File: config.mk
export PLATFORM = sky130hd
export DESIGN_NAME = sacache_front
export DESIGN_NICKNAME = d
export VERILOG_FILES = /design/src/hdl/sacache_pkg.sv /design/src/hdl/sacache_front.sv
export SDC_FILE = /design/constraint.sdc
export NUM_CORES = 1
export LEC_CHECK = 0
export BUFFER_PORTS_ARGS = -buffer_cell sky130_fd_sc_hd__buf_2
export CAP_MARGIN = 20
export CORE_MARGIN = 3
export CORE_UTILIZATION = 54
export CTS_BUF_LIST = sky130_fd_sc_hd__clkbuf_8
export CTS_CLUSTER_SIZE = 10
export DETAILED_ROUTE_END_ITERATION = 8
export PLACE_DENSITY = 0.92
export RECOVER_POWER = 100
export SETUP_SLACK_MARGIN = 0.5
export SYNTH_ARGS = -nofsm -noshare
export SYNTH_HDL_FRONTEND = slang
export SYNTH_SLANG_ARGS = --single-unit
export TNS_END_PERCENT = 100
File: constraint.sdc
create_clock -name clk -period 3.2 [get_ports clk]
set_input_delay 0.96 -clock clk [delete_from_list [all_inputs] [get_ports clk]]
set_output_delay 0.96 -clock clk [all_outputs]
set_load 0.01 [all_outputs]
File: src/hdl/sacache_pkg.sv
package sacache_pkg;

	localparam int unsigned WaysDefault = 4;
	localparam int unsigned SetsDefault = 256;
	localparam int unsigned AddrBitsDefault = 32;
	localparam int unsigned CntW = 32;

	// event counter slots
	localparam int unsigned CntAcc = 0;
	localparam int unsigned CntRd = 1;
	localparam int unsigned CntWr = 2;
	localparam int unsigned CntHit = 3;
	localparam int unsigned CntMiss = 4;
	localparam int unsigned CntFetch = 5;
	localparam int unsigned CntWb = 6;
	localparam int unsigned CntNum = 7;

	typedef enum logic [1:0] {
		REQ_READ  = 2'd0,
		REQ_WRITE = 2'd1,
		REQ_FLUSH = 2'd2,
		REQ_NONE  = 2'd3
	} req_e;

	localparam logic POL_FIFO = 1'b0;
	localparam logic POL_LRU = 1'b1;

	localparam int unsigned RegPolicy = 0;

	typedef struct packed {
		logic [1:0]  req_type;
		logic [31:0] blk_addr;
	} req_t;

	typedef struct packed {
		logic        hit;
		logic        refill;
		logic        writeback;
		logic [31:0] access_count;
		logic [31:0] read_count;
		logic [31:0] write_count;
		logic [31:0] hit_count;
		logic [31:0] miss_count;
		logic [31:0] fetch_count;
		logic [31:0] writeback_count;
	} rsp_t;

	function automatic logic [CntW-1:0] sat_inc(input logic [CntW-1:0] c,
			input logic [CntW-1:0] d);
		logic [CntW:0] s;
		s = {1'b0, c} + {1'b0, d};
		return s[CntW] ? {CntW{1'b1}} : s[CntW-1:0];
	endfunction

endpackage

File: src/hdl/sacache_front.sv
module sacache_front import sacache_pkg::*; (
	input  logic clk,
	input  logic arst_n,
	input  logic in_valid,
	output logic in_ready,
	input  req_t in_data,
	output logic q_valid,
	input  logic q_ready,
	output req_t q_data
);
	// two-entry queue between the front and the back
	req_t       mem_q [2];
	logic       wptr_q, rptr_q;
	logic [1:0] cnt_q;
	logic       push, pop;

	assign in_ready = (cnt_q != 2'd2);
	assign push = in_valid && in_ready;
	assign q_valid = (cnt_q != 2'd0);
	assign pop = q_valid && q_ready;
	assign q_data = mem_q[rptr_q];

	always_ff @(posedge clk) begin
		if (push) begin
			mem_q[wptr_q] <= in_data;
		end
	end

	always_ff @(posedge clk or negedge arst_n) begin
		if (!arst_n) begin
			wptr_q <= 1'b0;
			rptr_q <= 1'b0;
			cnt_q  <= 2'd0;
		end else begin
			if (push) wptr_q <= ~wptr_q;
			if (pop) rptr_q <= ~rptr_q;
			cnt_q <= cnt_q + {1'b0, push} - {1'b0, pop};
		end
	end

endmodule

# == After elaboration in Yosys (flattened, before gate mapping) ==
# Memory sizes are Yosys's and may differ from the RTL's.
# Cells that the tools add are included.
# totals
memories,1
wordCells,14
reg_bits,4
ram_bits,68
out_inout_bits,36
# mem_list
name,words,width,read_ports,rd_clocked_by_memory_dff,write_ports,line_no,rtl
mem_q,2,34,1,0,1,sacache_front.sv:12,req_t mem_q [2];
# op_classes
n_eq_ne,1
add_sub_neg,2
reduce_logical,3
bitwise,2
mux,2
# ops
operator,n
$add A2 B1 Y2,1
$logic_and A1 B1 Y1,2
$mux W1,2
$ne A2 B2 Y1 const B,1
$not A1 Y1,2
$reduce_bool A2 Y1,1
$sub A2 B1 Y2,1

# == Longest topological paths before layout ==
# logic_depth
ltp_word,4
ltp_mapped,7

# == Worst setup path after synthesis ==
# No wires, ideal clock.
# synth_path
path_kind,input-to-reg
from,in in_valid
to,"mem mem_q[0][0] (netlist bit), enable pin"
stages,2
slack_ps,282
t_arrival_ps,2493
setup_ps,425
n_path_buf,0
cell_sequence,nand2_1 nor2_1
# synth_via
elab_chain_len,3
# synth_rtl
element,line_no,rtl
"start, declared",sacache_front.sv:4,"input logic in_valid,"
$logic_and A1 B1 Y1,sacache_front.sv:18,assign push = in_valid && in_ready;
$mux W1,sacache_front.sv:24,if (push) begin
$mux W1 (not written as such),sacache_front.sv:25,mem_q[wptr_q] <= in_data;
"end, declared",sacache_front.sv:12,
# No other way between the ends.

==> metrics.txt <==
antenna fix cells 0; routed wire length 4.37 mm; effective utilization at floorplan 0.573; Synth Instances 123; Net Count, Synth 163; CP required 2.24 ns; Tcrit/Tclk final 0.863; RSZ-0062 raised after global routing no; vias 1378; # rows 25; critical path arrival 1.80 ns; fraction of layout cells with a size suffix above 1 0.380; DP HPWL 2.90 mm; Reg clk slew, reported paths 0.07 ns; Max-slew headroom -0.274; failing checks max-capacitance violations, max-slew violations; endpoints failing hold 0; Pre-antenna DRT Iters 4; I/O pin cnt 74; Sink Count 72; Die H 77.7 um; largest net degree at the start of global routing 35; Ys Warns 0; status finished, violations left; Final Core Density 0.680; first-pass GRT wire length 6.90 mm; RePlAce Congestion 0.698; GR Util All Layers 0.157; worst r2r src cnt_q[1]$_DFF_PN0_; CTS Buffer Depth 2; worst hold margin 0.461 ns; Netlist cell types 15; Netlist Area Pre-Place 2780 um^2; Final min period 2.76 ns; Avg WL per Cell 15.6 um; critical-path maximum fanout 13; # setup viols final 0; root buf cell clkbuf_8; DP Area 3220 um^2; VDD IR max 729 uV; leakage 1.22 nW; antenna violations before repair 0; crit end category primary output; max cap viols 1; global route overflow 0; Fin Setup TNS 0 ns; Port Buffers 73; worst setup path class register to primary output; Reg2Reg Setup Slack 0.71 ns; DRC 0; f_max 0.362 GHz; vias per cell 4.92; skew final 0.00458 ns; dpl cells 263; Die W 77.7 um; ANT nets after route 0; CP Launch Type register; fin cells 280; CORE AREA 4850 um^2; FF+latch count, synth 72; Worst Tran Pin Value 1.91 ns; count of pins over their slew limit 35; sequential fraction of the synthesis area 0.771; H-tree Lvls 3; P per Cell Area 888 nW/um^2; vias in the first global route 1393; average size of a mapped cell 22.6 um^2; DRT iter0 DRCs 68; Finished Cell Area 3300 um^2; area delta synth->final 18.6%; cts bufs inserted 9; worst hold path type input port to async pin; R2R cell count 3; Crit. Startpoint rptr_q$_DFFE_PN0P_; Final nets 248; Clk Latency, worst-skew pair 0.33 ns; area of the die 6040 um^2; CTS tree done
==> registers in the layout, summed over array words and instances (netlist names) <==
signal / count
wptr_q: 1
cnt_q: 2
rptr_q: 1
mem_q: 68
==> kinds of logic (layout without fill, tap and decap cells) <==
kind of cell	Yosys count	in the layout	share of synthesized area
XOR/XNOR	4	4	0.0126
adder cells (fa/ha/maj)	2	2	0.00901
buffers and inverters	5	95	0.0176
flip-flops	72	72	0.771
multiplexers	34	34	0.177
AND/OR/NAND/NOR	6	6	0.0126
==> path summary, 6_finish.rpt <==
kind / endpoint
worst max-delay path: q_data[16]
worst min-delay path: wptr_q$_DFFE_PN0N_
worst max register to register: mem_q[1][5]$_DFFE_PP_
worst min register to register: cnt_q[0]$_DFF_PN0_
max in group asynchronous: rptr_q$_DFFE_PN0P_
min in group clk: cnt_q[0]$_DFF_PN0_
==> synthesized netlist by cell type, drive strengths merged <==
master,instances,share of area
edfxtp,68,0.74
mux2,34,0.18
buf,4,0.016
dfrtp,4,0.036
xnor2,3,0.0095
ha,2,0.0090
and2,1,0.0032
and3,1,0.0023
inv,1,0.0014
nand2,1,0.0014
nand2b,1,0.0023
nor2,1,0.0014
or2,1,0.0023
xor2,1,0.0032
==> area by class of cell <==
class | instances | area [um^2]
timing repair buffer | 78 | 355
sequential | 72 | 2150
fill | 342 | 1550
inverter | 1 | 3.75
clock inverter | 7 | 62.6
multi-input combinational | 46 | 520
tap | 67 | 83.8
clock buffer | 9 | 124
==> cells in the final DEF (no fill, tap or decap) <==
cell type	count
nand2b_1	1
and3_1	1
mux2_2	5
xnor2_1	3
bufinv_16	1
xor2_1	1
or2_0	1
dfrtp_1	3
buf_2	48
ha_1	2
inv_1	1
mux2_1	19
clkbuf_2	2
mux2_4	10
nand2_1	1
clkinvlp_4	2
and2_0	1
nor2_4	1
dfrtp_4	1
edfxtp_1	68
clkbuf_8	9
clkbuf_1	28
clkinv_2	2
clkinv_1	2
==> where the power goes <==
group,switching [mW],total (mW),internal [mW]
Combinational,0.473,0.875,0.402
Clock,0.298,0.649,0.351
Sequential,0.0948,1.40,1.31
Total,0.865,2.93,2.06
==> routing by layer <==
metal | track usage | routed length, um | vias to the layer above
met5 | 0 | 0 | -
met4 | 0.0641 | 57 | 0
met3 | 0.0742 | 452 | 6
met2 | 0.242 | 2120 | 71
met1 | 0.191 | 1740 | 658
li1 | - | - | 643
==> per-stage QoR <==
stage	setup WS, ns	power, mW
final	0.438	2.93
after global routing	0.301	3.10
after CTS	0.630	3.13
after detailed placement	0.672	2.44
after global placement	0.697	2.41
after floorplan	0.841	2.13
==> repair_timing <==
item,4_1_cts,5_1_grt
endpoints found under the setup margin,13,0
resized for setup,1,0
buffers inserted,1,0
hold buffers,0,0
==> critical path, stage by stage, from the launching register on <==
cell,delay [ns]
dfrtp_4,0.54
clkbuf_1,0.45
mux2_4,0.34
buf_2,0.14
Note: power is estimated with default switching activity, not from simulation.
